==> src/sv/bsf_pkg.sv <==
package bsf_pkg;

    // bitmap geometry
    localparam int WORD_COUNT = 64;
    localparam int WORD_BITS  = 64;
    localparam int WADDR_W    = $clog2(WORD_COUNT);
    localparam int WBIT_W     = $clog2(WORD_BITS);
    localparam int IDX_W      = WADDR_W + WBIT_W;
    localparam int LEN_W      = IDX_W + 1;
    localparam logic [LEN_W-1:0] CAPACITY = LEN_W'(WORD_COUNT * WORD_BITS);
    localparam logic [LEN_W-1:0] LEN_RESET = 13'd4096;

    // operation codes
    localparam logic [2:0] OP_SET   = 3'd0;
    localparam logic [2:0] OP_TEST  = 3'd1;
    localparam logic [2:0] OP_FILL  = 3'd2;
    localparam logic [2:0] OP_COUNT = 3'd3;
    localparam logic [2:0] OP_FIND  = 3'd4;

    // input item
    typedef struct packed {
        logic [2:0]  operation;
        logic        bit_value;
        logic [11:0] bit_index;
        logic [12:0] range_size;
        logic [12:0] range_end;
    } t_req;

    // result item
    typedef struct packed {
        logic        ok;
        logic [12:0] result_value;
    } t_rsp;

    // controller to datapath
    typedef struct packed {
        logic accept;
        logic load;
        logic step;
        logic out_load;
    } t_cmd;

    // datapath to controller
    typedef struct packed {
        logic walk;
        logic done;
    } t_sts;

    // index of the lowest set bit of a word
    function automatic logic [WBIT_W-1:0] low_index(input logic [WORD_BITS-1:0] x);
        logic [WBIT_W-1:0] n;
        n = '0;
        for (int i = WORD_BITS - 1; i >= 0; i--) begin
            if (x[i]) begin
                n = WBIT_W'(i);
            end
        end
        return n;
    endfunction

endpackage

==> src/sv/bsf_mem.sv <==
module bsf_mem
    import bsf_pkg::*;
(
    input  logic                 i_clk,
    input  logic                 i_rst_n,
    input  logic                 i_rd_en,
    input  logic [WADDR_W-1:0]   i_rd_addr,
    input  logic                 i_wr_en,
    input  logic [WADDR_W-1:0]   i_wr_addr,
    input  logic [WORD_BITS-1:0] i_wr_data,
    output logic [WORD_BITS-1:0] o_rd_data
);

    logic [WORD_BITS-1:0]  r_mem [WORD_COUNT];
    logic [WORD_COUNT-1:0] r_vld;
    logic [WORD_BITS-1:0]  r_rd_data;
    logic                  r_rd_vld;

    // word storage, no reset
    always_ff @(posedge i_clk) begin
        if (i_wr_en) begin
            r_mem[i_wr_addr] <= i_wr_data;
        end
        if (i_rd_en) begin
            r_rd_data <= r_mem[i_rd_addr];
        end
    end

    // per-word written flags, a word never written reads as zero
    always_ff @(posedge i_clk) begin
        if (!i_rst_n) begin
            r_vld    <= '0;
            r_rd_vld <= 1'b0;
        end else begin
            if (i_wr_en) begin
                r_vld[i_wr_addr] <= 1'b1;
            end
            if (i_rd_en) begin
                r_rd_vld <= r_vld[i_rd_addr];
            end
        end
    end

    assign o_rd_data = r_rd_vld ? r_rd_data : '0;

endmodule

==> config.mk <==
export PLATFORM = sky130hd
export DESIGN_NAME = bsf_mem
export DESIGN_NICKNAME = d
export VERILOG_FILES = /design/src/sv/bsf_pkg.sv /design/src/sv/bsf_mem.sv
export SDC_FILE = /design/constraint.sdc
export NUM_CORES = 2
export LEC_CHECK = 0
export BUFFER_PORTS_ARGS = -buffer_cell sky130_fd_sc_hd__buf_2
export CORE_ASPECT_RATIO = 1.75
export CORE_MARGIN = 10
export CORE_UTILIZATION = 55
export CTS_BUF_LIST = sky130_fd_sc_hd__clkbuf_2
export CTS_CLUSTER_DIAMETER = 30
export DETAILED_ROUTE_END_ITERATION = 10
export PLACE_DENSITY = 0.79
export SYNTH_ARGS = -nofsm -noshare
export SYNTH_HDL_FRONTEND = slang
export SYNTH_SLANG_ARGS = --single-unit
==> constraint.sdc <==
create_clock -name i_clk -period 8 [get_ports i_clk]
set_input_delay 0.4 -clock i_clk [delete_from_list [all_inputs] [get_ports i_clk]]
set_output_delay 0.4 -clock i_clk [all_outputs]
set_load 0.01 [all_outputs]
=== After elaboration in Yosys (flattened, before gate mapping) ===
Memories as Yosys holds them, arrays and structs flattened. A register that Yosys moved wholly into a read port is not among the register bits.
Cells that the tools add are included.

* Register bits: 65
* Latch bits: 0
* Memory bits (writable): 4096
* Bits in read-only memories: 0
* Output and inout port bits: 64
* Word-level logic and storage cells: 15
* Memories: 1

* Add/sub/neg operators: 0
* Multipliers: 0
* Divide/modulo/power cells: 0
* Magnitude comparators: 3
* Equality and inequality tests: 0
* Shift operators: 0
* Multiplexer cells: 7
* Bitwise logic cells: 1
* Reductions and logical operators: 1

{| class="wikitable"
|+ Memories
! name !! depth !! bits a word !! rd ports !! clocked after Yosys merged registers in !! wr ports !! RTL line !! RTL
|-
| r_mem || 64 || 64 || 1 || 1 || 1 || bsf_mem.sv:14 || <nowiki>logic [WORD_BITS-1:0] r_mem [WORD_COUNT];</nowiki>
|}

{| class="wikitable"
|+ Operator list
! operator !! count
|-
| two-way mux 64 bit || 1
|-
| OR 64 bit || 1
|-
| less-than comparator 6 x 7 -> 1 bit, second input constant || 2
|-
| binary-select mux 1 bit (select 6 bit) || 1
|-
| demux 1 bit (select 6 bit) || 1
|-
| greater-or-equal comparator 6 x 1 -> 1 bit, second input constant || 1
|-
| two-way mux 1 bit || 4
|-
| logical AND 1 bit || 1
|}

=== Longest topological paths before layout ===
* Word-level depth: 5
* Gate-level depth with buffers: 10
* Gate-level depth less buffers: 5

=== Worst setup path after synthesis ===
Ideal clock, no wire load.

* Path kind: input -> register
* Start: input i_wr_en
* End: memory r_mem[40][0], enable pin
* Data arrival time: 5.280 ns
* Data required time: 7.433 ns
* Slack: 2.153 ns
* Cell stages on the path: 3
* Path buffers: 0
* Cell sequence: nor2b_1 -> nand3_1 -> nor3_1

* Longest elaborated chain between the ends: 2

{| class="wikitable"
|+ Ends and longest elaborated chain
! item !! RTL line !! RTL
|-
| start, declared || bsf_mem.sv:8 || <nowiki>input logic i_wr_en,</nowiki>
|-
| two-way mux 1 bit || bsf_mem.sv:21 || <nowiki>if (i_wr_en) begin</nowiki>
|-
| two-way mux 1 bit (implied by the code) || bsf_mem.sv:22 || <nowiki>r_mem[i_wr_addr] <= i_wr_data;</nowiki>
|-
| end, declared || bsf_mem.sv:14 ||
|}

Every way passes these cells.

=== Worst setup path in the final report ===
* Start: register r_rd_vld
* End: output o_rd_data[1]

* Longest elaborated chain between the ends: 1

{| class="wikitable"
|+ Ends and longest elaborated chain
! item !! RTL line !! RTL
|-
| start, declared || bsf_mem.sv:17 || <nowiki>logic r_rd_vld;</nowiki>
|-
| start signal, assigned || bsf_mem.sv:39 || <nowiki>r_rd_vld <= r_vld[i_rd_addr];</nowiki>
|-
| two-way mux 64 bit || bsf_mem.sv:44 || <nowiki>assign o_rd_data = r_rd_vld ? r_rd_data : '0;</nowiki>
|-
| end, declared || bsf_mem.sv:11 || <nowiki>output logic [WORD_BITS-1:0] o_rd_data</nowiki>
|}

Every way passes these cells.

==> qor.txt <==
================================================================================
Clock insertion delay at the later pin of the skew report .........      1.90 ns
Floorplan die area ................................................  313000 um^2
Final ANT Viol Nets ...............................................            0
Synth top area cells .............................................. edfxtp_1, mux4_2, dfxtp_1
Clock Pin Slew Worst Setup and Hold Paths .........................      0.13 ns
Leakage Power .....................................................      56.2 nW
Worst setup skew after layout .....................................     0.102 ns
Total CTS buffers .................................................          814
DP HPWL ...........................................................       215 mm
Vias in the first global route ....................................        83100
Final Core Density ................................................        61.3%
Hold WS ...........................................................     0.130 ns
Required time of the critical path ................................      7.60 ns
Synth warn ........................................................            0
Min-Delay Path Class .............................................. primary input to flip-flop
Area of the mapped netlist ........................................  160000 um^2
Area growth from synthesis to layout ..............................        10.9%
Resized Gates After CTS ...........................................            0
Violations in the final reports ................................... max-capacitance violations, max-slew violations
Number of design rule violations left after detail routing ........            0
Final weighted congestion in routability-driven placement .........        0.787
Footprint of the multi-input gates ................................   32400 um^2
First-pass GRT wire length ........................................       627 mm
Clock sink count ..................................................         4225
Max H-tree Level ..................................................            6
Arrival @ worst endpoint ..........................................      3.78 ns
Count of cell types in the netlist ................................           30
RSZ-0062 raised after global routing ..............................           no
Power consumption .................................................      39.2 mW
Clock root buffer master ..........................................     clkbuf_2
Net count of the mapped netlist ...................................         6400
Die Height ........................................................       733 um
Number of placed I/O pins .........................................          144
Number of fill cells ..............................................        18791
Drt pass-1 iters ..................................................            9
Post-synthesis area per instance ..................................    25.2 um^2
Final-report hold violation count .................................            0
Max capacitance violation total ...................................            1
Fraction of post-synthesis cell area in the top cell type by area .        78.3%
Relative slew margins .............................................      -0.636%
Total gr overflow .................................................            0
Port Buf Inserts ..................................................          143
Bufs on Longest Clock Path ........................................            4
Outcome ........................................................... complete, but fails checks
Yosys reg bits ....................................................         4225
Pin count of the biggest net entering global routing ..............          167
Initial Utilization ...............................................        55.3%
Final max-slew violation count ....................................           21
Vias ..............................................................        81157
Cell type with the highest aggregate area in the netlist ..........     edfxtp_1
Number of non-filler instances in the completed layout ............        11872
FMAX ..............................................................      239 MHz
Total GRT Usage ...................................................        28.7%
Post-detailed-routing wire length .................................       451 mm
Crit share post-route .............................................        52.2%
Portion of the post-synthesis area used by sequential elements ....        79.1%
Number of nets in the layout ......................................         7480
Post-Route Setup TNS ..............................................         0 ns
Placed instance count .............................................        10119
Crit end category .................................................  output port
Number of setup violations in the final report ....................            0
Slew at the pin closest to its max-slew limit .....................      1.51 ns
Initial detailed-routing violation count ..........................        12978
Type of the setup path with the least slack ....................... flip-flop to output port
Core footprint ....................................................  289000 um^2
Antenna violations before repair ..................................           19
Reg area ..........................................................  126000 um^2
Width of the die ..................................................       427 um
Time the worst path needs with I/O delays and setup ...............      4.18 ns
Largest fanout on the critical path ...............................           34
TritonCTS clock tree ..............................................         done
Vias/cell .........................................................         6.84
Total power density per cell area .................................  222 nW/um^2
Element type at the critical path start ...........................    flip-flop
Post-Syn Instances ................................................         6320
Standard-cell row count ...........................................          261
Peak supply drop ..................................................     0.118 mV
WL/cell ...........................................................      38.0 um
Proportion of layout cells with a drive suffix above 1 ............        37.3%
================================================================================
-- critical path, cell delays in order, from the launching register on --
cell     delay, ns
dfxtp_4       0.73
buf_4         0.59
and2_1        0.39
buf_2         0.20
-- cells by family after synthesis --
group | after synthesis | synth area share (%)
muxes | 1296 | 18.2
buffers and inverters | 341 | 0.911
DFF | 4225 | 79.1
and+or+nand+nor | 248 | 0.749
AOI/OAI and AO/OA | 210 | 0.989
-- power by group --
group	internal [mW]	switching [mW]
Clock	4.52	7.98
Sequential	24.5	0.0782
Combinational	0.942	1.20
Total	29.9	9.26
-- layer usage --
metal  GRT usage [%]  wire length (um)  vias to the layer above
met5               0                69                        -
met4            17.2             32100                       12
met3            7.04             57100                     1650
met2            47.0            227000                     7570
met1            34.6            135000                    41620
li1                -                 -                    30305
-- cell usage in the layout (no fill, tap or decap), types with 4 or more instances in the layout --
| master | instances |
|---|---|
| clkinv_4 | 7 |
| o21a_1 | 64 |
| bufinv_16 | 21 |
| nor2b_1 | 14 |
| dlygate4sd3_1 | 209 |
| inv_6 | 4 |
| a2111oi_0 | 6 |
| nand3_1 | 10 |
| buf_2 | 138 |
| buf_4 | 165 |
| nand2b_1 | 10 |
| nand2_1 | 72 |
| buf_12 | 85 |
| buf_16 | 4 |
| nor3_2 | 4 |
| clkinv_2 | 69 |
| diode_2 | 15 |
| clkinvlp_4 | 7 |
| clkbuf_2 | 1120 |
| mux4_2 | 1290 |
| and2_1 | 64 |
| nor2_4 | 61 |
| clkinv_1 | 220 |
| a22oi_1 | 131 |
| edfxtp_1 | 4160 |
| mux2_2 | 4 |
| dfxtp_1 | 64 |
| inv_2 | 12 |
-- Yosys cell counts (all sizes together) --
| library cell | n |
|---|---|
| a2111oi | 6 |
| nor3 | 4 |
| a31oi | 1 |
| a41oi | 1 |
| edfxtp | 4160 |
| mux2 | 4 |
| nand3b | 1 |
| o21ai | 2 |
| a211oi | 2 |
| nand4 | 3 |
| nand2 | 72 |
| o21a | 64 |
| mux2i | 2 |
| dfxtp | 65 |
| nand2b | 10 |
| a22oi | 131 |
| and2 | 65 |
| a311oi | 1 |
| buf | 153 |
| nand3 | 10 |
| nor2 | 64 |
| or3 | 1 |
| nor2b | 16 |
| nor4 | 2 |
| clkbuf | 188 |
| o22ai | 2 |
| mux4 | 1290 |
-- cell type report --
class	count	area share [%]
sequential	4225	71.3
multi-input combinational	1754	18.3
timing repair buffer	605	3.33
clock buffer	1120	3.17
tap	3813	2.70
clock inverter	340	1.13
antenna	15	0.0212
-- state kept, by name, indices dropped and copies added (netlist names) --
| signal | flops |
|---|---|
| r_vld | 64 |
| r_mem | 4096 |
| r_rd_vld | 1 |
| r_rd_data | 64 |
-- through the flow --
step	instance area [um^2]	setup WS, ns
floorplan	160000	2.15
global placement	166000	3.68
detailed placement	166000	3.67
CTS	177000	3.55
global route	177000	3.63
finish	177000	3.82
-- path summary, 6_finish.rpt --
kind | to | slack, ns | cells after the start | from
worst max-delay path | o_rd_data[1] | 3.82 | 3 | r_rd_vld
worst min register to register | r_vld[41] | 0.48 | 1 | r_vld[41]
worst min-delay path | r_mem[43][18] | 0.13 | 4 | i_wr_data[18]
worst max register to register | r_rd_data[41] | 4.41 | 7 | r_mem[62][41]
-- what timing repair did --
| action | 4_1_cts | 5_1_grt |
|---|---|---|
| setup buffers | 0 | 0 |
| hold buffers | 277 | 0 |
| endpoints found under the hold margin | 7145 | 0 |
(Power assumes the default switching activity.)
