**config.mk**
```make
export PLATFORM = sky130hd
export DESIGN_NAME = bsf_ctrl
export DESIGN_NICKNAME = d
export VERILOG_FILES = /design/src/sv/bsf_pkg.sv /design/src/sv/bsf_ctrl.sv
export SDC_FILE = /design/constraint.sdc
export NUM_CORES = 1
export LEC_CHECK = 0
export BUFFER_PORTS_ARGS = -buffer_cell sky130_fd_sc_hd__buf_2
export CAP_MARGIN = 20
export CORE_AREA = 2 2 39 41
export DETAILED_ROUTE_END_ITERATION = 6
export DIE_AREA = 0 0 41 43
export PLACE_DENSITY_LB_ADDON = 0.3
export SLEW_MARGIN = 20
export SYNTH_ARGS = -nofsm -noshare
export SYNTH_HDL_FRONTEND = slang
export SYNTH_SLANG_ARGS = --single-unit
```
**constraint.sdc**
```tcl
create_clock -name i_clk -period 2.9 [get_ports i_clk]
set_input_delay 0.29 -clock i_clk [delete_from_list [all_inputs] [get_ports i_clk]]
set_output_delay 0.29 -clock i_clk [all_outputs]
set_load 0.05 [all_outputs]
```
**src/sv/bsf_pkg.sv**
```systemverilog
package bsf_pkg;

    // bitmap geometry
    localparam int WORD_COUNT = 64;
    localparam int WORD_BITS  = 64;
    localparam int WADDR_W    = $clog2(WORD_COUNT);
    localparam int WBIT_W     = $clog2(WORD_BITS);
    localparam int IDX_W      = WADDR_W + WBIT_W;
    localparam int LEN_W      = IDX_W + 1;
    localparam logic [LEN_W-1:0] CAPACITY = LEN_W'(WORD_COUNT * WORD_BITS);
    localparam logic [LEN_W-1:0] LEN_RESET = 13'd4096;

    // operation codes
    localparam logic [2:0] OP_SET   = 3'd0;
    localparam logic [2:0] OP_TEST  = 3'd1;
    localparam logic [2:0] OP_FILL  = 3'd2;
    localparam logic [2:0] OP_COUNT = 3'd3;
    localparam logic [2:0] OP_FIND  = 3'd4;

    // input item
    typedef struct packed {
        logic [2:0]  operation;
        logic        bit_value;
        logic [11:0] bit_index;
        logic [12:0] range_size;
        logic [12:0] range_end;
    } t_req;

    // result item
    typedef struct packed {
        logic        ok;
        logic [12:0] result_value;
    } t_rsp;

    // controller to datapath
    typedef struct packed {
        logic accept;
        logic load;
        logic step;
        logic out_load;
    } t_cmd;

    // datapath to controller
    typedef struct packed {
        logic walk;
        logic done;
    } t_sts;

    // index of the lowest set bit of a word
    function automatic logic [WBIT_W-1:0] low_index(input logic [WORD_BITS-1:0] x);
        logic [WBIT_W-1:0] n;
        n = '0;
        for (int i = WORD_BITS - 1; i >= 0; i--) begin
            if (x[i]) begin
                n = WBIT_W'(i);
            end
        end
        return n;
    endfunction

endpackage

```
**src/sv/bsf_ctrl.sv**
```systemverilog
module bsf_ctrl
    import bsf_pkg::*;
(
    input  logic i_clk,
    input  logic i_rst_n,
    input  logic i_in_valid,
    output logic o_in_stall,
    output logic o_out_valid,
    input  logic i_out_stall,
    input  t_sts i_sts,
    output t_cmd o_cmd
);

    localparam logic [1:0] S_IDLE = 2'd0;
    localparam logic [1:0] S_LOAD = 2'd1;
    localparam logic [1:0] S_WALK = 2'd2;
    localparam logic [1:0] S_FIN  = 2'd3;

    logic [1:0] r_state;
    logic [1:0] n_state;
    logic       r_out_vld;
    logic       n_out_vld;

    // commands
    assign o_cmd.accept   = (r_state == S_IDLE) && i_in_valid;
    assign o_cmd.load     = r_state == S_LOAD;
    assign o_cmd.step     = r_state == S_WALK;
    assign o_cmd.out_load = (r_state == S_FIN) && (!r_out_vld || !i_out_stall);

    // next state
    always_comb begin
        n_state = r_state;
        case (r_state)
            S_IDLE: begin
                if (i_in_valid) begin
                    n_state = S_LOAD;
                end
            end
            S_LOAD: begin
                n_state = i_sts.walk ? S_WALK : S_FIN;
            end
            S_WALK: begin
                if (i_sts.done) begin
                    n_state = S_FIN;
                end
            end
            S_FIN: begin
                if (o_cmd.out_load) begin
                    n_state = S_IDLE;
                end
            end
            default: begin
                n_state = S_IDLE;
            end
        endcase
    end

    // output item valid
    always_comb begin
        n_out_vld = r_out_vld && i_out_stall;
        if (o_cmd.out_load) begin
            n_out_vld = 1'b1;
        end
    end

    always_ff @(posedge i_clk) begin
        if (!i_rst_n) begin
            r_state   <= S_IDLE;
            r_out_vld <= 1'b0;
        end else begin
            r_state   <= n_state;
            r_out_vld <= n_out_vld;
        end
    end

    assign o_in_stall  = r_state != S_IDLE;
    assign o_out_valid = r_out_vld;

endmodule

```
Yosys cells after proc, flatten, opt, wreduce, memory -nomap -nowiden
Index checks and enable logic that the tools add are counted.
{"block": "totals", "word_cells": 23, "output_inout_bits": 6, "input_bits": 6, "register_bits": 3}
{"block": "classes", "n_eq_ne": 6, "muxes": 6, "n_reduce_logical": 9}
{"operator": "one-hot mux 2 bit (4 select lines)", "count": 1}
{"operator": "two-way mux 2 bit", "count": 3}
{"operator": "!= test 2 bit (second input constant)", "count": 3}
{"operator": "== test 2 bit (second input constant)", "count": 2}
{"operator": "logical AND 1 bit", "count": 3}
{"operator": "AND reduction 3 bit", "count": 1}
{"operator": "== test 2 x 1 -> 1 bit (second input constant)", "count": 1}
{"operator": "zero test 1 bit", "count": 2}
{"operator": "zero test 2 bit", "count": 1}
{"operator": "two-way mux 1 bit", "count": 2}
{"operator": "nonzero test 2 bit", "count": 1}
{"operator": "logical OR 1 bit", "count": 1}

Logic depth before layout (Yosys ltp)
Gate-level depths: netlist of run 1.
{"block": "logic_depth", "word_depth": 5, "depth_mapped": 5}

Worst setup path before layout of run 1
No wires, ideal clock.
{"block": "synth_path", "path_kind": "flip-flop to output port", "startpoint": "reg r_state[0]", "endpoint": "out o_cmd[0] in the netlist's numbering", "path_slack_ns": 1.240, "path_stages_with_launch": 3, "required_ns": 2.610, "arrival_time_ns": 1.370, "n_path_buf": 0, "cell_sequence": "dfxtp_1 -> ha_1 -> a21boi_1"}
{"element": "from (decl)", "line_no": "bsf_ctrl.sv:19", "text": "logic [1:0] r_state;"}
{"element": "from (signal assigned)", "line_no": "bsf_ctrl.sv:71", "text": "r_state <= n_state;"}
{"element": "to (decl)", "line_no": "bsf_ctrl.sv:11", "text": "output t_cmd o_cmd"}

==> results by group, run 1 <==
Synthesis
  • Area share of the largest cell type after synthesis: 24.6%
  • Synth area leader: ha_1
  • Number of standard cells after synthesis: 30
  • Netlist area before placement: 254 sq um
  • Post-synth cell types: 17
  • Syn Area/Cell: 8.47 sq um
  • Net count of the mapped netlist: 41
  • Sequential fraction of the synthesis area: 23.6%
  • Number of flip-flops and latches in the synthesized netlist: 3
  • Number of synthesis warnings: 0
  • Most area-consuming cells after synthesis: ha_1 25%, dfxtp_1 24%, inv_1 5.9%, o31ai_1 5.9%, nand2b_1 4.9%

Worst setup path
  • Cell chain of the critical path: inv_1 -> ha_1 -> and2_1 -> buf_2
  • Type of element capturing the critical path: output pin
  • Category of the critical setup timing path: flop to output pin
  • Data required time of the critical path: 2.61 ns
  • Cell with the largest stage delay on the worst path: dfxtp_1
  • Startpoint type of the worst setup path: flop
  • Reg-to-reg startpoint: r_state[0]
  • Highest fanout seen on the critical path: 5
  • Number of cell instances on the worst register-to-register path: 5
  • Worst endpoint data arrival time: 1.34 ns
  • Biggest cell delay along the critical path: 0.39 ns
  • Worst setup path start: r_state[0]

Power and ir drop
  • Part of the power in the clock network: 16.7%
  • Reported net switching power: 239 uW
  • Worst voltage drop across the vdd grid: 247 uV
  • Internal portion of total power: 190 uW
  • Leak Pwr: 0.000189 uW
  • Power Density: 1210 mW/mm^2
  • Switching share of power: 55.8%
  • Part of the power in registers: 17.7%
  • Comb power frac: 65.6%

GRT
  • Global route overflow: 0
  • Wire length of the first global-routing pass: 772 um
  • Vias in the first global route: 230
  • Antenna violations before repair: 0
  • Maximum number of pins on one net before global-route repair: 6
  • Total GRT Usage: 6.92%

Flow run
  • Max-capacitance violation count: 0

Layout
  • Fraction of final layout cells with drive strength greater than 1: 33.3%
  • Post-Layout Cell Count: 61
  • Post-route core utilization: 25.7%
  • Nets@finish: 57
  • Area growth from synthesis to layout: 39.9%
  • # diodes: 0

STA
  • Final number of max-transition violations: 0
  • Crit path setup slack, layout: 1.27 ns
  • Setup-failing EPs final: 0
  • Portion of the clock cycle consumed by the worst path in the final layout: 56.0%
  • Hold_ws: 0.318 ns
  • Worst relative slew slack: 83.6%
  • Shortest clock period the worst path allows after layout: 1.63 ns
  • Maximum clock rate: 0.615 GHz
  • Post-route clock skew: 0.00158 ns
  • Unrepaired setup endpoints after global routing: false
  • Aggregate negative setup slack: 0 ns
  • Transition time at the pin with the least slew margin: 0.248 ns
  • Fin. Hold Viols: 0

Clock network
  • Clock transition at path regs: 0.04 ns
  • Htree depth: 1
  • CTS resizes: 0
  • Sinks on the clock net: 3
  • Post-CTS setup-driven buffer insertion count: 0
  • CTS max path bufs: 2
  • Number of hold buffers added after CTS: 0
  • Later-pin clock latency in the skew report: 0.23 ns
  • Clock tree from TritonCTS: built
  • Total CTS buffers: 3
  • Clock Root Buffer: clkbuf_4

Routing
  • Number of detailed-route iterations in the first pass: 2
  • Overall via count from detail_route: 250
  • Via density per instance: 4.10
  • Overall routed net length: 516 um
  • DR DRC count: 0
  • WL per Instance: 8.46 um
  • Final antenna-violating net count: 0
  • Initial drt markers: 1

Die
  • Area of the die: 0.00176 sq mm
  • I/O pins: 12
  • Chip height: 43 um
  • Area of the core region: 0.00138 sq mm
  • Number of placement rows: 14
  • Initial Utilization: 18.4%
  • Die width: 41 um

Worst hold path
  • Source of the worst hold timing path: i_rst_n
  • Worst hold path depth: 2
  • Hold WC Path Type: input port to flop

Placement
  • Half-perimeter wire length of the detailed placement result: 429 um
  • Worst slack after detailed placement: 1.49 ns
  • Inst Count DP: 57
  • Gpl congestion: 0.656
  • Count of buffers from port buffering: 11

Outcome
  • Outcome: complete, no violations
[cells in the final DEF (no fill, tap or decap), types with 2 or more instances in the layout]
master    netlist  routed
inv_1           4       4
o31ai_1         2       2
dfxtp_1         3       3
nand3_1         2       2
buf_2           0      11
nand2b_1        2       2
clkbuf_4        0       3
a21oi_1         2       2
ha_1            5       5
[power groups by stage]
stage	clock network [uW]	logic, uW	registers [uW]
finish	71.8	281	76.0
global route	79.3	309	78.9
CTS	76.8	284	75.7
detailed placement	0	283	76.2
global placement	0	287	75.8
floorplan	0	229	79.3
[synthesized netlist by cell type, drive strengths merged]
| cell | count |
|---|---|
| ha | 5 |
| inv | 4 |
| dfxtp | 3 |
| a21oi | 2 |
| nand2b | 2 |
| nand3 | 2 |
| o31ai | 2 |
| a21boi | 1 |
| and2 | 1 |
| and2b | 1 |
| and3 | 1 |
| nand2 | 1 |
| nand4 | 1 |
| nor2 | 1 |
| nor2b | 1 |
| o22ai | 1 |
| o311a | 1 |
[stage by stage]
stage	total power, uW	area (sq um)
floorplan	308	254
global placement	363	329
global route	468	355
detailed placement	360	329
finish	429	355
CTS	437	355
[sequential cells by signal, summed over array words and instances (netlist names)]
name and cells:
r_state 2, o_out_valid 1
[critical path, delay by kind of cell (launching register included)]
kind / cells / cell delay [ns]
DFF: 1 / 0.39
buffers and inverters: 2 / 0.32
and+or+nand+nor: 1 / 0.15
adders and majority gates: 1 / 0.24
[per-layer routing]
metal | GRT usage [%] | routed length [um] | vias up
li1 | - | - | 135
met1 | 5.45 | 206 | 111
met2 | 11.6 | 292 | 4
met3 | 1.57 | 17 | 0
met4 | 8.00 | 0 | 0
met5 | 0 | 0 | -
[kinds of logic (layout without fill, tap and decap cells)]
logic type	Yosys count	after routing	share of synthesized area [%]
and+or+nand+nor	11	11	26.6
adders and majority gates	5	5	24.6
buffers and inverters	4	19	5.91
DFF	3	3	23.6
AOI/OAI and AO/OA	7	7	19.2
[area by class of cell]
class                      count  area (sq um)
multi-input combinational     23           179
inverter                       4          15.0
tap                           16          20.0
clock buffer                   4          26.3
timing repair buffer          11          55.1
fill                         160          1030
sequential                     3          60.1
[final timing paths]
check                           slack, ns          to
worst max-delay path                 1.27    o_cmd[3]
worst min-delay path                 0.32  r_state[0]
worst max register to register       1.48  r_state[0]
worst min register to register       0.53  r_state[1]
(Power assumes the default switching activity.)
==> run 2: changes to the inputs <==
- clock period: 2.9 -> 1.3 ns (I/O delays scaled with it)
==> run 2 against run 1 <==
Cell area is 41% higher. Die area unchanged. Global-route usage grew 2.7 points. Critical path depth is the same. Worst hold slack worse by 0.16 ns. Power rose to 3.2 times the previous value. First-iteration DRC count increased to 3.0 times the previous value. Count of clock-buffer cells in the layout unchanged. Sequential share of layout area shrank 3.4 points. Utilization increased by 10 points.
==> results by group, run 2 (synthesized netlist as in run 1, its figures left out) <==
STA
  • Post-route clock skew: 0.00112 ns (-0.000466 ns)
  • Crit path setup slack, layout: 0.0221 ns (-1.25 ns)
  • Fin. Hold Viols: 0 (unchanged)
  • Shortest clock period the worst path allows after layout: 1.28 ns
  • Worst relative slew slack: 83.6% (about the same)
  • Unrepaired setup endpoints after global routing: true
  • Transition time at the pin with the least slew margin: 0.247 ns (-0.000667 ns)
  • Setup-failing EPs final: 0 (unchanged)
  • Portion of the clock cycle consumed by the worst path in the final layout: 98.3%
  • Final number of max-transition violations: 0 (unchanged)
  • Maximum clock rate: 0.783 GHz

Worst setup path
  • Biggest cell delay along the critical path: 0.35 ns (-0.04 ns)
  • Cell with the largest stage delay on the worst path: dfxtp_4
  • Worst endpoint data arrival time: 1.15 ns (-0.19 ns)
  • Category of the critical setup timing path: flop to output pin
  • Cell chain of the critical path: inv_4 -> buf_6 -> ha_4 -> buf_2
  • Startpoint type of the worst setup path: flop
  • Highest fanout seen on the critical path: 3 (-2)
  • Type of element capturing the critical path: output pin
  • Data required time of the critical path: 1.17 ns (-1.44 ns)
  • Largest delay share family, worst path: buffers and inverters
  • Critical path buffer and inverter count: 3 (+1)

Clock network
  • Total CTS buffers: 3 (unchanged)
  • Later-pin clock latency in the skew report: 0.22 ns (about the same)
  • Sinks on the clock net: 3 (unchanged)
  • CTS max path bufs: 2 (unchanged)
  • Clock tree from TritonCTS: built
  • Clock transition at path regs: 0.03 ns (about the same)
  • Htree depth: 1 (unchanged)
  • Number of hold buffers added after CTS: 0 (unchanged)
  • Clock Root Buffer: clkbuf_4

Power and ir drop
  • Worst voltage drop across the vdd grid: 631 uV (+160%)
  • Leak Pwr: 0.000240 uW (+27%)
  • Power Density: 2720 mW/mm^2 (+130%)
  • Power Total: 1360 uW (+220%)

Die
  • Die width: 41 um (unchanged)
  • Area of the die: 0.00176 sq mm (unchanged)
  • Initial Utilization: 18.4% (unchanged)
  • Number of placement rows: 14 (unchanged)
  • Area of the core region: 0.00138 sq mm (unchanged)
  • Chip height: 43 um (unchanged)
  • I/O pins: 12 (unchanged)

Placement
  • Worst slack after detailed placement: -0.0283 ns (-1.52 ns)
  • Gpl congestion: 0.792 (+21%)
  • Count of buffers from port buffering: 11 (unchanged)
  • Half-perimeter wire length of the detailed placement result: 477 um (+11%)

Routing
  • DR DRC count: 0 (unchanged)
  • Via density per instance: 4.25 (+3.7%)
  • Final antenna-violating net count: 0 (unchanged)
  • Initial drt markers: 3 (+2)
  • Overall via count from detail_route: 289 (+16%)
  • Number of detailed-route iterations in the first pass: 2 (unchanged)
  • Overall routed net length: 628 um (+22%)
  • WL per Instance: 9.24 um (+9.2%)

GRT
  • Total GRT Usage: 9.63% (+2.7 points)
  • Maximum number of pins on one net before global-route repair: 6 (unchanged)
  • Vias in the first global route: 290 (+26%)
  • Antenna violations before repair: 0 (unchanged)
  • Global route overflow: 0 (unchanged)
  • Wire length of the first global-routing pass: 1.10 mm (+43%)

Outcome
  • Outcome: complete, no violations

Worst hold path
  • Hold WC Path Type: input port to flop

Flow run
  • Max-capacitance violation count: 0 (unchanged)

Layout
  • Fraction of final layout cells with drive strength greater than 1: 63.5% (+30 points)
  • Area growth from synthesis to layout: 97.0%
  • Most used cells in the layout excluding fill and tap cells: 7 x buf_2, 7 x buf_4, 3 x ha_1, 3 x clkbuf_4, 3 x buf_6
  • Sequential cell area: 67.6 sq um (+13%)
  • # diodes: 0 (unchanged)
  • Multi-input gate area: 230 sq um (+29%)
  • Filler instances: 151 (-5.6%)
  • Post-route core utilization: 36.2% (+10 points)
  • Flip-flop count of the largest register, all copies and words added: 2 (unchanged)
  • Nets@finish: 64 (+12%)
  • Register with the most flip-flops: r_state
[run 2: changes by cell type in the layout (fill, tap and decap cells not counted), sizes merged]
cell	delta
buf	+7
[run 2: cell type report]
class	instances	share of cell area [%]
Clock buffer	4	5.25
Inverter	4	4.00
Multi-Input combinational cell	23	46.0
Sequential cell	3	13.5
Tap cell	16	4.00
Timing Repair Buffer	18	27.3
[run 2: routing by layer]
layer	track usage, %	part of all wire (%)	up-vias
li1	-	-	148
met1	11.2	42	136
met2	14.4	54	5
met3	3.14	3.3	0
met4	6.00	0	0
met5	0	0	-
[run 2: metrics by stage]
step	setup TNS, ns	cells	cell area, sq um	hold WS [ns]
floorplan	-0.0991	30	260	0.261
global placement	-0.0599	62	373	0.384
detailed placement	-0.0560	62	373	0.389
CTS	-0.0363	69	472	0.140
global route	-0.142	68	500	0.157
finish	0	68	500	0.159
[run 2: worst paths after layout]
kind                            depth (start not counted)        start           to  slack [ns]
worst max-delay path                                    4   r_state[0]     o_cmd[1]        0.02
worst min-delay path                                    2      i_rst_n   r_state[0]        0.16
worst max register to register                          6   r_state[0]   r_state[0]        0.03
worst min register to register                          2  o_out_valid  o_out_valid        0.59
[run 2: power breakdown]
group / internal [uW] / switching, uW
Clock: 115 / 40.7
Sequential: 147 / 47.9
Combinational: 458 / 552
[run 2: what timing repair did]
action                     4_1_cts  5_1_grt
pin swaps                        1        5
buffers inserted                 3        0
gates cloned                     0        0
resized for setup               14       12
setup endpoints to repair        5        7
==> run 3: changes to the inputs <==
- PLACE_DENSITY: not set -> 0.48
- PLACE_DENSITY_LB_ADDON: 0.3 -> not set
==> run 3 against run 2 <==
The flow now finishes with violations (setup timing). Power shrank 3.3%. Sequential power fell by 12%. First-iteration DRC count grew 33%. Register-to-register slack lost 0.04 ns. Global-route usage fell by 0.90 points. Clock skew rose by 0.0088 ns. Via count down 0.35%. Critical path type is now flop to flop.
==> results by group, run 3 (synthesized netlist as in run 1, its figures left out) <==
Outcome
  • Outcome: complete, but fails checks
  • Violated checks: setup timing

Clock network
  • Clock Root Buffer: clkbuf_4
  • Sinks on the clock net: 3 (unchanged)
  • Later-pin clock latency in the skew report: 0.24 ns (+0.02 ns)
  • Htree depth: 1 (unchanged)
  • Clock transition at path regs: 0.04 ns (about the same)
  • CTS max path bufs: 2 (unchanged)
  • Total CTS buffers: 3 (unchanged)
  • Clock tree from TritonCTS: built

Layout
  • Register with the most flip-flops: r_state
  • Post-route core utilization: 34.7% (-1.4 points)
  • Finished Cell Area: 480 sq um (-4.0%)
  • # diodes: 0 (unchanged)
  • Most used cells in the layout excluding fill and tap cells: 7 x buf_4, 6 x buf_2, 3 x clkbuf_4, 3 x buf_6
  • Flip-flop count of the largest register, all copies and words added: 2 (unchanged)
  • Nets@finish: 63 (-1.6%)
  • Post-Layout Cell Count: 67 (-1.5%)
  • Fraction of final layout cells with drive strength greater than 1: 62.7% (-0.72 points)
  • Area growth from synthesis to layout: 89.2%
  • Most common cell after layout, fill and taps aside: buf_4

STA
  • Final number of max-transition violations: 0 (unchanged)
  • Portion of the clock cycle consumed by the worst path in the final layout: 101% (+2.5 points)
  • Maximum clock rate: 0.763 GHz (-2.5%)
  • Worst relative slew slack: 83.7% (about the same)
  • Transition time at the pin with the least slew margin: 0.246 ns (-0.000958 ns)
  • Hold_ws: 0.157 ns (-0.00152 ns)
  • Crit path setup slack, layout: -0.0102 ns (-0.0323 ns)
  • Shortest clock period the worst path allows after layout: 1.31 ns (+0.0323 ns)
  • Setup-failing EPs final: 1 (+1)
  • Unrepaired setup endpoints after global routing: true
  • Fin. Hold Viols: 0 (unchanged)
  • Post-route clock skew: 0.00993 ns (+0.00881 ns)

GRT
  • Global route overflow: 0 (unchanged)
  • Vias in the first global route: 250 (-14%)
  • Global route hottest layer: met2
  • Total GRT Usage: 8.73% (-0.90 points)
  • Fraction of met2 tracks used by global routing: 14.1% (-0.31 points)
  • Met3 Resource Use GR: 3.14% (unchanged)
  • Wire length of the first global-routing pass: 952 um (-14%)
  • Maximum number of pins on one net before global-route repair: 6 (unchanged)
  • Antenna violations before repair: 0 (unchanged)
  • Met1 Usage GRT: 7.69% (-3.5 points)

Flow run
  • Max-capacitance violation count: 0 (unchanged)

Routing
  • Via density per instance: 4.30 (+1.1%)
  • WL per Instance: 9.87 um (+6.8%)
  • Final antenna-violating net count: 0 (unchanged)
  • Overall routed net length: 661 um (+5.3%)
  • Initial drt markers: 4 (+1)
  • Number of detailed-route iterations in the first pass: 4 (+2)
  • DR DRC count: 0 (unchanged)
  • Overall via count from detail_route: 288 (-0.35%)

Worst hold path
  • Hold Path Sink: r_state[0]
  • Hold WC Path Type: input port to flop
  • Worst hold path depth: 2 (unchanged)
  • Source of the worst hold timing path: i_rst_n

Worst setup path
  • Biggest cell delay along the critical path: 0.34 ns (about the same)
  • Data required time of the critical path: 1.42 ns (+0.25 ns)
  • Cell chain of the critical path: inv_2 -> buf_4 -> ha_1 -> nand2_1 -> o22ai_1 -> o311a_1
  • Highest fanout seen on the critical path: 3 (unchanged)
  • Number of cell instances on the worst register-to-register path: 6 (unchanged)
  • Cell with the largest stage delay on the worst path: dfxtp_2
  • Category of the critical setup timing path: flop to flop
  • Type of element capturing the critical path: flop
  • Reg-to-reg startpoint: r_state[1]
  • Endpoint of the worst register-to-register path: r_state[0]
  • Setup slack of the most critical reg-to-reg path: -0.01 ns (-0.04 ns)
  • Worst endpoint data arrival time: 1.43 ns (+0.28 ns)
  • Startpoint type of the worst setup path: flop

Die
  • Area of the die: 0.00176 sq mm (unchanged)
  • Number of placement rows: 14 (unchanged)
  • Die width: 41 um (unchanged)
  • I/O pins: 12 (unchanged)
  • Area of the core region: 0.00138 sq mm (unchanged)
  • Initial Utilization: 18.4% (unchanged)
  • Chip height: 43 um (unchanged)

Placement
  • Inst Count DP: 62 (unchanged)
  • Gpl congestion: 0.689 (-13%)
  • Half-perimeter wire length of the detailed placement result: 482 um (+0.98%)
  • Count of buffers from port buffering: 11 (unchanged)
  • Worst slack after detailed placement: -0.0400 ns (-0.0117 ns)
  • Area after detailed placement: 373 sq um (unchanged)

Power and ir drop
  • Power Density: 2740 mW/mm^2 (+0.77%)
  • Worst voltage drop across the vdd grid: 886 uV (+40%)
  • Leak Pwr: 0.000226 uW (-5.8%)
[run 3: critical path, delay by kind of cell (launching register included)]
family                     cells  cell delay, ns
DFF                            1            0.34
adders and majority gates      1            0.19
AOI/OAI and AO/OA              2            0.39
buffers and inverters          2            0.20
and+or+nand+nor                1            0.08
[run 3: layer usage]
layer | wire length, um | share of wire (%)
met1 | 276 | 42
met2 | 372 | 56
met3 | 13 | 2.0
met4 | 0 | 0
met5 | 0 | 0
[run 3: report_power, final]
group          internal [uW]  switching [uW]  leakage (uW)
Sequential               135            36.1     0.0000253
Combinational            430             545      0.000186
Clock                    116            55.0     0.0000150
Total                    681             636      0.000226
[run 3: final cells by class]
cell class / count / area, sq um
fillers: 142 / 903
multi-input cells: 23 / 225
repair buffers: 17 / 131
flip-flops and latches: 3 / 62.6
clock buffers: 4 / 26.3
well taps: 16 / 20.0
inverters: 4 / 15.0
[run 3: timing repair]
action                     CTS  global route
hold endpoints to repair     0             0
pin swaps                    2             5
buffers inserted             1             1
gates resized for setup     12            11
setup endpoints to repair    6             7
hold buffers                 0             0
[run 3: per-stage QoR]
step,power (uW),TNS [ns]
final,1320,-0.0102
after global placement,923,-0.0835
after global routing,1410,-0.101
after CTS,1220,-0.0874
after detailed placement,921,-0.0674
after floorplan,697,-0.0991
[run 3: worst max path at each step]
stage                     startpoint    endpoint  cells after the start  slack (ns)
after floorplan           r_state[1]  r_state[0]                      5       -0.09
after global placement    r_state[0]  r_state[1]                      5       -0.05
after global routing      r_state[0]  r_state[0]                      6       -0.06
final                     r_state[1]  r_state[0]                      6       -0.01
after detailed placement  r_state[0]  r_state[0]                      5       -0.04
after CTS                 r_state[0]    o_cmd[3]                      5       -0.05
