==> src/sv/bsf_pkg.sv <==
package bsf_pkg;

    // bitmap geometry
    localparam int WORD_COUNT = 64;
    localparam int WORD_BITS  = 64;
    localparam int WADDR_W    = $clog2(WORD_COUNT);
    localparam int WBIT_W     = $clog2(WORD_BITS);
    localparam int IDX_W      = WADDR_W + WBIT_W;
    localparam int LEN_W      = IDX_W + 1;
    localparam logic [LEN_W-1:0] CAPACITY = LEN_W'(WORD_COUNT * WORD_BITS);
    localparam logic [LEN_W-1:0] LEN_RESET = 13'd4096;

    // operation codes
    localparam logic [2:0] OP_SET   = 3'd0;
    localparam logic [2:0] OP_TEST  = 3'd1;
    localparam logic [2:0] OP_FILL  = 3'd2;
    localparam logic [2:0] OP_COUNT = 3'd3;
    localparam logic [2:0] OP_FIND  = 3'd4;

    // input item
    typedef struct packed {
        logic [2:0]  operation;
        logic        bit_value;
        logic [11:0] bit_index;
        logic [12:0] range_size;
        logic [12:0] range_end;
    } t_req;

    // result item
    typedef struct packed {
        logic        ok;
        logic [12:0] result_value;
    } t_rsp;

    // controller to datapath
    typedef struct packed {
        logic accept;
        logic load;
        logic step;
        logic out_load;
    } t_cmd;

    // datapath to controller
    typedef struct packed {
        logic walk;
        logic done;
    } t_sts;

    // index of the lowest set bit of a word
    function automatic logic [WBIT_W-1:0] low_index(input logic [WORD_BITS-1:0] x);
        logic [WBIT_W-1:0] n;
        n = '0;
        for (int i = WORD_BITS - 1; i >= 0; i--) begin
            if (x[i]) begin
                n = WBIT_W'(i);
            end
        end
        return n;
    endfunction

endpackage

==> src/sv/bsf_dp.sv <==
module bsf_dp
    import bsf_pkg::*;
(
    input  logic                 i_clk,
    input  logic                 i_rst_n,
    input  logic                 i_cfg_wr_en,
    input  logic [LEN_W-1:0]     i_cfg_wr_data,
    input  t_req                 i_req,
    input  t_cmd                 i_cmd,
    output t_sts                 o_sts,
    output logic                 o_rd_en,
    output logic [WADDR_W-1:0]   o_rd_addr,
    output logic                 o_wr_en,
    output logic [WADDR_W-1:0]   o_wr_addr,
    output logic [WORD_BITS-1:0] o_wr_data,
    input  logic [WORD_BITS-1:0] i_rd_data,
    output t_rsp                 o_rsp
);

    logic [LEN_W-1:0]   r_len;
    logic [2:0]         r_op;
    logic               r_val;
    logic [WBIT_W-1:0]  r_lo;
    logic [WBIT_W-1:0]  r_hi;
    logic [WADDR_W-1:0] r_first;
    logic [WADDR_W-1:0] r_last;
    logic [LEN_W-1:0]   r_end;
    logic               r_ok;
    logic               r_walk;
    logic [WADDR_W-1:0] r_w;
    logic [LEN_W-1:0]   r_acc;
    logic               r_hit;
    t_rsp               r_rsp;

    logic [LEN_W-1:0]   len;
    logic [LEN_W:0]     fill_end;
    logic [LEN_W-1:0]   n_start;
    logic [LEN_W-1:0]   n_end;
    logic [LEN_W-1:0]   n_endm1;
    logic               n_ok;
    logic               n_walk;
    logic [WBIT_W-1:0]  lo;
    logic [WBIT_W-1:0]  hi;
    logic [WORD_BITS-1:0] mask;
    logic [WORD_BITS-1:0] sel;
    logic               hit;
    t_rsp               n_rsp;

    // length register
    always_ff @(posedge i_clk) begin
        if (!i_rst_n) begin
            r_len <= LEN_RESET;
        end else if (i_cfg_wr_en) begin
            r_len <= i_cfg_wr_data;
        end
    end

    assign len      = (r_len > CAPACITY) ? CAPACITY : r_len;
    assign fill_end = {2'b00, i_req.bit_index} + {1'b0, i_req.range_size};

    // range check and word span of a new item
    always_comb begin
        n_start = {1'b0, i_req.bit_index};
        n_end   = {1'b0, i_req.bit_index} + 13'd1;
        n_ok    = 1'b0;
        n_walk  = 1'b0;
        case (i_req.operation)
            OP_SET, OP_TEST: begin
                n_ok   = n_start < len;
                n_walk = n_ok;
            end
            OP_FILL: begin
                n_end  = fill_end[LEN_W-1:0];
                n_ok   = fill_end <= {1'b0, len};
                n_walk = n_ok && (i_req.range_size != '0);
            end
            OP_COUNT: begin
                n_start = '0;
                n_end   = len;
                n_ok    = 1'b1;
                n_walk  = len != '0;
            end
            OP_FIND: begin
                n_end = i_req.range_end;
                if (n_start >= i_req.range_end) begin
                    n_ok = 1'b1;
                end else if (i_req.range_end <= len) begin
                    n_ok   = 1'b1;
                    n_walk = 1'b1;
                end
            end
            default: begin
                n_ok = 1'b0;
            end
        endcase
    end

    assign n_endm1 = n_end - 13'd1;

    // bit mask of the current word
    assign lo   = (r_w == r_first) ? r_lo : '0;
    assign hi   = (r_w == r_last) ? r_hi : WBIT_W'(WORD_BITS - 1);
    assign mask = ({WORD_BITS{1'b1}} << lo) & ({WORD_BITS{1'b1}} >> (~hi));
    assign sel  = (r_val ? i_rd_data : ~i_rd_data) & mask;
    assign hit  = (r_op == OP_FIND) && (sel != '0);

    // memory access
    assign o_rd_en   = i_cmd.load || i_cmd.step;
    assign o_rd_addr = i_cmd.load ? r_first : r_w + 1'b1;
    assign o_wr_en   = i_cmd.step && (r_op inside {OP_SET, OP_FILL});
    assign o_wr_addr = r_w;
    assign o_wr_data = (i_rd_data & ~mask) | ({WORD_BITS{r_val}} & mask);

    assign o_sts.walk = r_walk;
    assign o_sts.done = (r_w == r_last) || hit;

    // item registers and word walk
    always_ff @(posedge i_clk) begin
        if (i_cmd.accept) begin
            r_op    <= i_req.operation;
            r_val   <= i_req.bit_value;
            r_lo    <= n_start[WBIT_W-1:0];
            r_hi    <= n_endm1[WBIT_W-1:0];
            r_first <= n_start[IDX_W-1:WBIT_W];
            r_last  <= n_endm1[IDX_W-1:WBIT_W];
            r_end   <= n_end;
            r_ok    <= n_ok;
            r_walk  <= n_walk;
            r_acc   <= '0;
            r_hit   <= 1'b0;
        end
        if (i_cmd.load) begin
            r_w <= r_first;
        end
        if (i_cmd.step) begin
            r_w <= r_w + 1'b1;
            case (r_op)
                OP_TEST: begin
                    r_acc <= {{(LEN_W-1){1'b0}}, |(i_rd_data & mask)};
                end
                OP_COUNT: begin
                    r_acc <= r_acc + LEN_W'($countones(i_rd_data & mask));
                end
                OP_FIND: begin
                    if (hit) begin
                        r_acc <= {1'b0, r_w, low_index(sel)};
                        r_hit <= 1'b1;
                    end
                end
                default: begin
                    r_acc <= r_acc;
                end
            endcase
        end
    end

    // result value
    always_comb begin
        n_rsp.ok = r_ok;
        case (r_op)
            OP_TEST, OP_COUNT: n_rsp.result_value = r_acc;
            OP_FIND:           n_rsp.result_value = r_hit ? r_acc : r_end;
            default:           n_rsp.result_value = '0;
        endcase
        if (!r_ok) begin
            n_rsp.result_value = '0;
        end
    end

    // output register
    always_ff @(posedge i_clk) begin
        if (i_cmd.out_load) begin
            r_rsp <= n_rsp;
        end
    end

    assign o_rsp = r_rsp;

endmodule

==> config.mk <==
export PLATFORM = sky130hd
export DESIGN_NAME = bsf_dp
export DESIGN_NICKNAME = d
export VERILOG_FILES = /design/src/sv/bsf_pkg.sv /design/src/sv/bsf_dp.sv
export SDC_FILE = /design/constraint.sdc
export NUM_CORES = 1
export LEC_CHECK = 0
export BUFFER_PORTS_ARGS = -buffer_cell sky130_fd_sc_hd__buf_2
export CORE_UTILIZATION = 57
export CTS_BUF_LIST = sky130_fd_sc_hd__clkbuf_4 sky130_fd_sc_hd__clkbuf_8
export DETAILED_ROUTE_END_ITERATION = 6
export HOLD_SLACK_MARGIN = 0.03
export PLACE_DENSITY_LB_ADDON = 0.08
export SKIP_CTS_REPAIR_TIMING = 1
export SLEW_MARGIN = 0
export SYNTH_ARGS = -nofsm -noshare
export SYNTH_HDL_FRONTEND = slang
export SYNTH_SLANG_ARGS = --single-unit
==> constraint.sdc <==
create_clock -name i_clk -period 12.2 [get_ports i_clk]
set_input_delay 0.61 -clock i_clk [delete_from_list [all_inputs] [get_ports i_clk]]
set_output_delay 0.61 -clock i_clk [all_outputs]
set_load 0.02 [all_outputs]
Word-level counts from Yosys, hierarchy flattened
Index checks and enable logic that the tools add are counted.
{"block": "word_totals", "regBits": 90, "out_inout_bits": 94, "word_cells": 212, "input_bits": 126}
{"block": "classes", "n_shift": 2, "n_addsub": 68, "eq_ne": 11, "bitwise": 9, "n_reduce_logical": 15, "muxes": 87, "magnitude_cmp": 5}
{"cell": "$mux W6", "count": 69}
{"cell": "$and A64 B64 Y64", "count": 5}
{"cell": "$not A64 Y64", "count": 2}
{"cell": "$pmux W13 S3", "count": 2}
{"cell": "$mux W13", "count": 5}
{"cell": "$add A1 B1 Y2", "count": 32}
{"cell": "$mux W64", "count": 1}
{"cell": "$or A64 B64 Y64", "count": 1}
{"cell": "$reduce_bool A64 Y1", "count": 1}
{"cell": "$reduce_or A64 Y1", "count": 1}
{"cell": "$shl A64 B6 Y64 const A", "count": 1}
{"cell": "$shr A64 B6 Y64 const A", "count": 1}
{"cell": "$add A2 B2 Y3", "count": 16}
{"cell": "$add A3 B3 Y4", "count": 8}
{"cell": "$pmux W13 S2", "count": 1}
{"cell": "$reduce_bool A13 Y1", "count": 2}
{"cell": "$add A4 B4 Y5", "count": 4}
{"cell": "$add A12 B13 Y14", "count": 1}
{"cell": "$le A14 B13 Y1", "count": 1}
{"cell": "$add A12 B1 Y13 const B", "count": 1}
{"cell": "$add A13 B7 Y13", "count": 1}
{"cell": "$ge A12 B13 Y1", "count": 1}
{"cell": "$gt A13 B13 Y1 const B", "count": 1}
{"cell": "$le A13 B13 Y1", "count": 1}
{"cell": "18 further kinds", "count": 38}

Longest topological paths before layout
Gate-level depths: netlist (run 1).
{"block": "logic_depth", "ltp_word": 73, "depth_mapped": 37, "depth_no_buf": 33}

Worst setup path after synthesis (run 1)
No wires, ideal clock.
{"block": "synth_path", "path_kind": "flip-flop to flip-flop", "from": "register r_w[1] (netlist: o_wr_addr[1])", "to": "register r_acc[10] (data pin)", "required_time_ns": 11.936, "path_stages_with_launch": 37, "setup_ns": 0.264, "slack_ns": 3.488, "t_arrival_ns": 8.448, "cell_sequence": "edfxtp_1 -> buf_2 -> xnor2_2 -> nand4_2 -> buf_6 -> nor2_1 -> buf_2 -> buf_2 -> a22oi_1 -> and2_1 -> fa_1 -> inv_1 -> fa_1 -> inv_1 -> fa_1 -> inv_1 -> fa_1 -> inv_1 -> fa_1 -> inv_1 -> fa_1 -> fa_1 -> fa_1 -> fa_1 -> fa_1 -> nor2b_1 -> o21ai_0 -> a21boi_0 -> o21ai_0 -> nand2b_1 -> a21o_1 -> a21o_1 -> a21oi_1 -> nor2b_1 -> o22ai_1 -> a22oi_1 -> o21ai_0"}
{"block": "synth_between", "elab_chain_cells": 15}
{"item": "from (decl)", "line": "bsf_dp.sv:30", "rtl": "logic [WADDR_W-1:0] r_w;"}
{"item": "from (signal assigned)", "line": "bsf_dp.sv:133", "rtl": "r_w <= r_first;"}
{"item": "from (signal assigned)", "line": "bsf_dp.sv:136", "rtl": "r_w <= r_w + 1'b1;"}
{"item": "$eq A6 B6 Y1", "line": "bsf_dp.sv:102", "rtl": "assign hi = (r_w == r_last) ? r_hi : WBIT_W'(WORD_BITS - 1);"}
{"item": "$mux W6", "line": "bsf_dp.sv:102"}
{"item": "$not A6 Y6", "line": "bsf_dp.sv:103", "rtl": "assign mask = ({WORD_BITS{1'b1}} << lo) & ({WORD_BITS{1'b1}} >> (~hi));"}
{"item": "$shr A64 B6 Y64", "line": "bsf_dp.sv:103"}
{"item": "$and A64 B64 Y64 *", "line": "bsf_dp.sv:103"}
{"item": "$and A64 B64 Y64", "line": "bsf_dp.sv:142", "rtl": "r_acc <= r_acc + LEN_W'($countones(i_rd_data & mask));"}
{"item": "$add A1 B1 Y2 (implied by the code)", "line": "bsf_dp.sv:142"}
{"item": "$add A2 B2 Y3 (implied by the code)", "line": "bsf_dp.sv:142"}
{"item": "$add A3 B3 Y4 (implied by the code)", "line": "bsf_dp.sv:142"}
{"item": "$add A4 B4 Y5 (implied by the code)", "line": "bsf_dp.sv:142"}
{"item": "$add A5 B5 Y6 (implied by the code)", "line": "bsf_dp.sv:142"}
{"item": "$add A6 B6 Y7 (implied by the code)", "line": "bsf_dp.sv:142"}
{"item": "$add A13 B7 Y13", "line": "bsf_dp.sv:142"}
{"item": "$pmux W13 S3 *", "line": "bsf_dp.sv:137", "rtl": "case (r_op)"}
{"item": "$mux W13 *", "line": "bsf_dp.sv:135", "rtl": "if (i_cmd.step) begin"}
{"item": "to (signal assigned)", "line": "bsf_dp.sv:139", "rtl": "r_acc <= {{(LEN_W-1){1'b0}}, |(i_rd_data & mask)};"}
{"item": "to (signal assigned)", "line": "bsf_dp.sv:142"}
{"item": "to (signal assigned)", "line": "bsf_dp.sv:146", "rtl": "r_acc <= {1'b0, r_w, low_index(sel)};"}
{"item": "to (decl)", "line": "bsf_dp.sv:31", "rtl": "logic [LEN_W-1:0] r_acc;"}
Every way passes the cells marked *; elsewhere a longest branch is shown, timed or not.
A chain may end at the register's enable or synchronous reset.

Final worst setup path (run 1)
{"block": "layout_path", "from": "register r_lo[3]", "to": "register r_acc[10] (data pin)"}
{"block": "layout_between", "elab_chain_cells": 13}
{"item": "from (decl)", "line": "bsf_dp.sv:23", "rtl": "logic [WBIT_W-1:0] r_lo;"}
{"item": "from (signal assigned)", "line": "bsf_dp.sv:122", "rtl": "r_lo <= n_start[WBIT_W-1:0];"}
{"item": "$mux W6 *", "line": "bsf_dp.sv:101", "rtl": "assign lo = (r_w == r_first) ? r_lo : '0;"}
{"item": "$shl A64 B6 Y64 *", "line": "bsf_dp.sv:103"}
{"item": "$and A64 B64 Y64 *", "line": "bsf_dp.sv:103"}
{"item": "$and A64 B64 Y64", "line": "bsf_dp.sv:142"}
{"item": "$add A1 B1 Y2 (implied by the code)", "line": "bsf_dp.sv:142"}
{"item": "$add A2 B2 Y3 (implied by the code)", "line": "bsf_dp.sv:142"}
{"item": "$add A3 B3 Y4 (implied by the code)", "line": "bsf_dp.sv:142"}
{"item": "$add A4 B4 Y5 (implied by the code)", "line": "bsf_dp.sv:142"}
{"item": "$add A5 B5 Y6 (implied by the code)", "line": "bsf_dp.sv:142"}
{"item": "$add A6 B6 Y7 (implied by the code)", "line": "bsf_dp.sv:142"}
{"item": "$add A13 B7 Y13", "line": "bsf_dp.sv:142"}
{"item": "$pmux W13 S3 *", "line": "bsf_dp.sv:137"}
{"item": "$mux W13 *", "line": "bsf_dp.sv:135"}
Marks and branches as above.

==> results of run 1 <==
## area by class of cell
class	count	area share (%)
clock buffer	9	0.793
clock inverter	7	0.601
inverter	148	3.56
multi-input combinational	1464	68.6
sequential	90	16.4
tap	324	2.59
timing repair buffer	228	7.45
## placed cells by master (no fill, tap or decap), types with 20 or more instances in the layout
cell        n
ha_1       91
and2_1     24
o21ai_0   116
a22oi_1    30
nand2_1   196
o22ai_1    21
a211oi_1   20
inv_1     146
or2_2      21
xnor2_1    44
a21oi_1    91
nor2b_1    43
edfxtp_1   76
fa_1       57
o21a_1     24
nor2_1    110
xor2_1     26
o31ai_1    20
buf_2     219
mux2i_1    28
nand3_1    50
nor3_1     58
## report_power, final
group          internal (mW)  switching, mW  total (mW)
clock                  0.101          0.124       0.225
sequential             0.390         0.0617       0.451
combinational           1.31           1.73        3.04
total                   1.80           1.92        3.72
## cell families (layout without fill, tap and decap cells)
group           after synthesis  in the layout  synth area share (%)
simple gates                654            654                  23.9
compound gates              542            542                  26.8
buf+inv                     243            392                  7.07
fa+ha+maj                   148            148                  16.0
flops                        90             90                  17.9
xor+xnor                     76             76                  5.13
mux                          44             44                  3.22
## layer usage
metal  GRT usage [%]  routed length [um]  vias up
met5               0                   0        -
li1                -                   -     6928
met4            25.5                3820        0
met3            6.77                5320      213
met2            69.9               25500     1039
met1            54.6               21900     7209
## worst max-delay path: cells and delay by family, from the launching register on
family | cells | cell delay [ns]
fa+ha+maj | 10 | 4.94
flops | 1 | 0.82
simple gates | 7 | 2.20
compound gates | 10 | 1.56
buf+inv | 5 | 0.30
## sequential cells by signal, indices dropped and copies added (netlist names)
| signal | flops |
|---|---|
| r_lo | 6 |
| r_last | 6 |
| o_wr_addr | 6 |
| r_len | 13 |
| r_end | 13 |
| o_rsp | 14 |
| r_hit | 1 |
| r_op | 3 |
| r_hi | 6 |
| r_first | 6 |
| r_walk | 1 |
| r_val | 1 |
| r_ok | 1 |
| r_acc | 13 |
## stage by stage
| step | instances | cell area (sq um) |
|---|---|---|
| 2_1_floorplan | 1797 | 14300 |
| 5_1_grt | 2270 | 15600 |
| 6_report | 2270 | 15600 |
| 4_1_cts | 2270 | 15600 |
| 3_3_place_gp | 2254 | 15400 |
| 3_5_place_dp | 2254 | 15400 |
## worst paths after layout
| check | endpoint | cells after the start | slack (ns) |
|---|---|---|---|
| hold / removal | r_val | 1 | 0.42 |
| hold reg to reg | r_hit | 2 | 0.54 |
| setup reg to reg | r_acc[10] | 32 | 2.13 |
| setup / recovery | r_acc[10] | 32 | 2.13 |
==> out/metrics.yaml, run 1 <==
logic_synthesis:
  synth_nets: 2071
  ys_types: 112
  synth-edff-count: 76
  syn_area_per_cell_sq_um: 7.95
  synth_cells: 1797
  seq_area_frac_synth_pct: 17.9
  synth_ff_type: "edfxtp_1"
  synth.largest_area_cell: "edfxtp_1"
  yosysTopAreaCellShare_pct: 16.0
  yosysMostFrequentCell: "nand2_1"
  synthArstFlopShare_pct: 0
  ys_warn_count: 0
  synth.area.top_cells: "edfxtp_1 16%, fa_1 8.0%, ha_1 8.0%"
  synthTopCellsByCount: "196 x nand2_1, 146 x inv_1, 116 x o21ai_0"
  synth_seq_cells: 90
  netlist_area_sq_um: 14300
sta:
  timing.final.max_slew_violations: 0
  finalClockSkew_ns: 0.0152
  setup_viol: 0
  period_minus_slack_ns: 10.07
  relSlewSlack_pct: 27.3
  hold_viol: 0
  fin_hold_ws_ns: 0.423
  tns_ns: 0
  worst_pin_slew_ns: 1.08
  fmax_mhz: 99.3
  period_share_pct: 82.6
  fin_ws_ns: 2.13
  rsz0062_at_grt: "no"
worst_setup_path:
  worst-setup-path-type: "register to register"
  critPathRequiredTime_ns: 12.31
  crit_path_frequent_cell: "fa_1"
  cp_max_fo: 23
  r2r_start: "r_lo[3]"
  cpMaxStageDelayCell: "edfxtp_1"
  max_stage_delay_ns: 0.82
  cp.arrival_ns: 10.19
  end_kind: "register"
  start_kind: "register"
  crit_path_start: "r_lo[3]"
layout:
  drive_gt1_share_pct: 17.4
  fill_cells: 2202
  syn2layout_area_growth_pct: 9.31
  regArea_sq_um: 2560
  multi_input_area_sq_um: 10700
  diodes: 0
  nets: 2215
  final_core_util_pct: 63.9
power:
  power_mw: 3.72
  peakVddDrop_mv: 0.683
  p_leak_nw: 6.65
  p_per_area_nw_per_um2: 238
drt:
  viasPerCell: 6.78
  drt_iter0_markers: 2116
  wl_per_cell_um: 24.9
  ant_nets: 0
  wirelength_mm: 56.5
  dr.pass1.iters: 7
  drc: 3
  vias: 15400
die:
  dieArea_sq_um: 25700
  die_w_um: 160
  start_util_pct: 58.4
  die_height_um: 160
  core_area_sq_um: 24500
  io_pins: 220
  rows: 57
global_route:
  grt_overflow: 0
  grt.total_usage_pct: 43.2
  grt_pass1_vias: 14400
  grt_max_degree: 77
  grt_pass1_wl_mm: 84.7
  antenna_found_initial: 0
placement:
  port_buffers: 219
  place.gp.congestion: 1.09
  dpl_worst_slack_ns: 2.40
  place_hpwl_mm: 46.1
clocking:
  h-tree-depth: 3
  cts_tree: "done"
  clockBufferDepth: 2
  clk_pin_slew_ns: 0.10
  cts_buffers: 9
  cts-root-buf: "clkbuf_8"
  clk_latency_ns: 0.37
  clock_sinks: 90
status:
  outcome: "complete, but fails checks"
  violations: "design-rule violations"
run:
  drv_cap: 0
min_path:
  hp-class: "input port to register"
  holdCritStartpoint: "i_req[38]"
Power figures use the tool's default switching activity.
==> inputs of run 2 (changes only) <==
==> constraint.sdc (replaced) <==
create_clock -name i_clk -period 10.4 [get_ports i_clk]
set_input_delay 0.52 -clock i_clk [delete_from_list [all_inputs] [get_ports i_clk]]
set_output_delay 0.52 -clock i_clk [all_outputs]
set_load 0.02 [all_outputs]
==> run 2 against run 1 <==
  * The run still ends with design-rule violations left
  * Combinational power up 21%
  * Utilization up 0.24 points
  * Sequential cell count unchanged
  * Final cell count up 0.44%
  * Clock skew up 0.0090 ns
  * Non-clock buffer count up 10
  * Clock power up 9.3%
  * First-iteration DRC count up 14%
  * Worst hold slack worse by 0.11 ns
  * Critical endpoint is now r_acc[11]
==> out/metrics.yaml, run 2 (synthesized netlist as in run 1, its figures left out) <==
status:
  outcome: "complete, but fails checks"
  violations: "design-rule violations"
run:
  drv_cap: 0
drt:
  ant_nets: 0
  viasPerCell: 6.79
  dr.pass1.iters: 7
  wl_per_cell_um: 24.6
  vias: 15500
  drt_iter0_markers: 2418
  drc: 13
  wirelength_mm: 56.0
worst_setup_path:
  cp_max_fo: 15
  end_kind: "register"
  critPathBufInv: 1
  worst-setup-path-type: "register to register"
  cpMaxStageDelayCell: "and4_1"
  critPathRequiredTime_ns: 10.55
  cp.arrival_ns: 9.88
  critPathTopFamily: "adder cells"
  max_stage_delay_ns: 0.61
  crit_path_frequent_cell: "fa_1"
  start_kind: "register"
die:
  die_w_um: 160
  die_height_um: 160
  io_pins: 220
  rows: 57
  core_area_sq_um: 24500
  start_util_pct: 58.4
  dieArea_sq_um: 25700
sta:
  worst_pin_slew_ns: 1.21
  fin_hold_ws_ns: 0.313
  hold_viol: 0
  timing.final.max_slew_violations: 0
  finalClockSkew_ns: 0.0242
  relSlewSlack_pct: 18.6
  tns_ns: 0
  rsz0062_at_grt: "no"
  period_minus_slack_ns: 9.73
  period_share_pct: 93.6
  fmax_mhz: 103
  setup_viol: 0
power:
  p_leak_nw: 6.69
  p_per_area_nw_per_um2: 283
  power_mw: 4.44
  peakVddDrop_mv: 0.822
global_route:
  grt_pass1_wl_mm: 85.0
  grt_overflow: 0
  antenna_found_initial: 0
  grt_max_degree: 80
  grt_pass1_vias: 14400
  grt.total_usage_pct: 43.2
layout:
  final_cell_count_no_fill: 2280
  syn2layout_area_growth_pct: 9.72
  final_core_util_pct: 64.1
  final_cell_mix: "219 x buf_2, 196 x nand2_1, 146 x inv_1, 116 x o21ai_0, 110 x nor2_1"
  fill_cells: 2148
  largest_reg_flops: 14
  drive_gt1_share_pct: 17.8
  nets: 2225
  diodes: 0
  final_common_cell: "buf_2"
clocking:
  clockBufferDepth: 2
  clk_latency_ns: 0.39
  h-tree-depth: 3
  cts-root-buf: "clkbuf_8"
  clk_pin_slew_ns: 0.12
  clock_sinks: 90
  cts_buffers: 9
  cts_tree: "done"
placement:
  place.gp.congestion: 1.08
  place_hpwl_mm: 45.7
  placed_cells: 2264
  port_buffers: 219
min_path:
  hp-class: "input port to register"
==> run 2: cell types whose count changed in the layout (fill, tap and decap cells not counted), sizes merged <==
cell and change:
clkinv +2, bufinv -1, clkinvlp -1, buf +10
==> run 2: worst reg2reg max path: cells and delay by family, from the launching register on <==
kind            cells  cell delay, ns
simple gates        6            1.68
xor+xnor            1            0.26
fa+ha+maj           9            4.71
compound gates     10            2.22
buf+inv             1            0.06
flops               1            0.59
==> run 2: stage by stage <==
step | cell area, sq um | setup slack (ns)
2_1_floorplan | 14300 | 1.69
3_3_place_gp | 15500 | 1.04
3_5_place_dp | 15500 | 0.886
4_1_cts | 15700 | 0.760
5_1_grt | 15700 | 0.0655
6_report | 15700 | 0.670
==> run 2: path summary, 6_finish.rpt <==
| check | start | end | slack, ns | cells past startpoint |
|---|---|---|---|---|
| worst max-delay path | o_wr_addr[4] | r_acc[11] | 0.67 | 27 |
| worst min-delay path | i_req[38] | r_val | 0.31 | 1 |
| worst max register to register | o_wr_addr[4] | r_acc[11] | 0.67 | 27 |
| worst min register to register | r_hit | r_hit | 0.51 | 2 |
==> run 2: cell type report <==
type                       count  area [sq um]  area share, %
timing repair buffer         238          1240           7.90
tap                          324           405           2.59
inverter                     148           556           3.54
clock buffer                   9           124          0.790
multi-input combinational   1464         10700           68.4
clock inverter                 7          76.3          0.487
sequential                    90          2560           16.3
==> run 2: routing by layer <==
layer,share of wire (%),GRT usage (%),vias up
met5,0,0,-
met4,7.2,27.2,0
met3,9.9,6.35,234
met2,45,69.0,1117
met1,38,55.1,7187
li1,-,-,6946
==> run 2: where the power goes <==
group          internal (mW)  switching [mW]
clock                 0.0956           0.150
combinational           1.56            2.11
sequential             0.457          0.0722
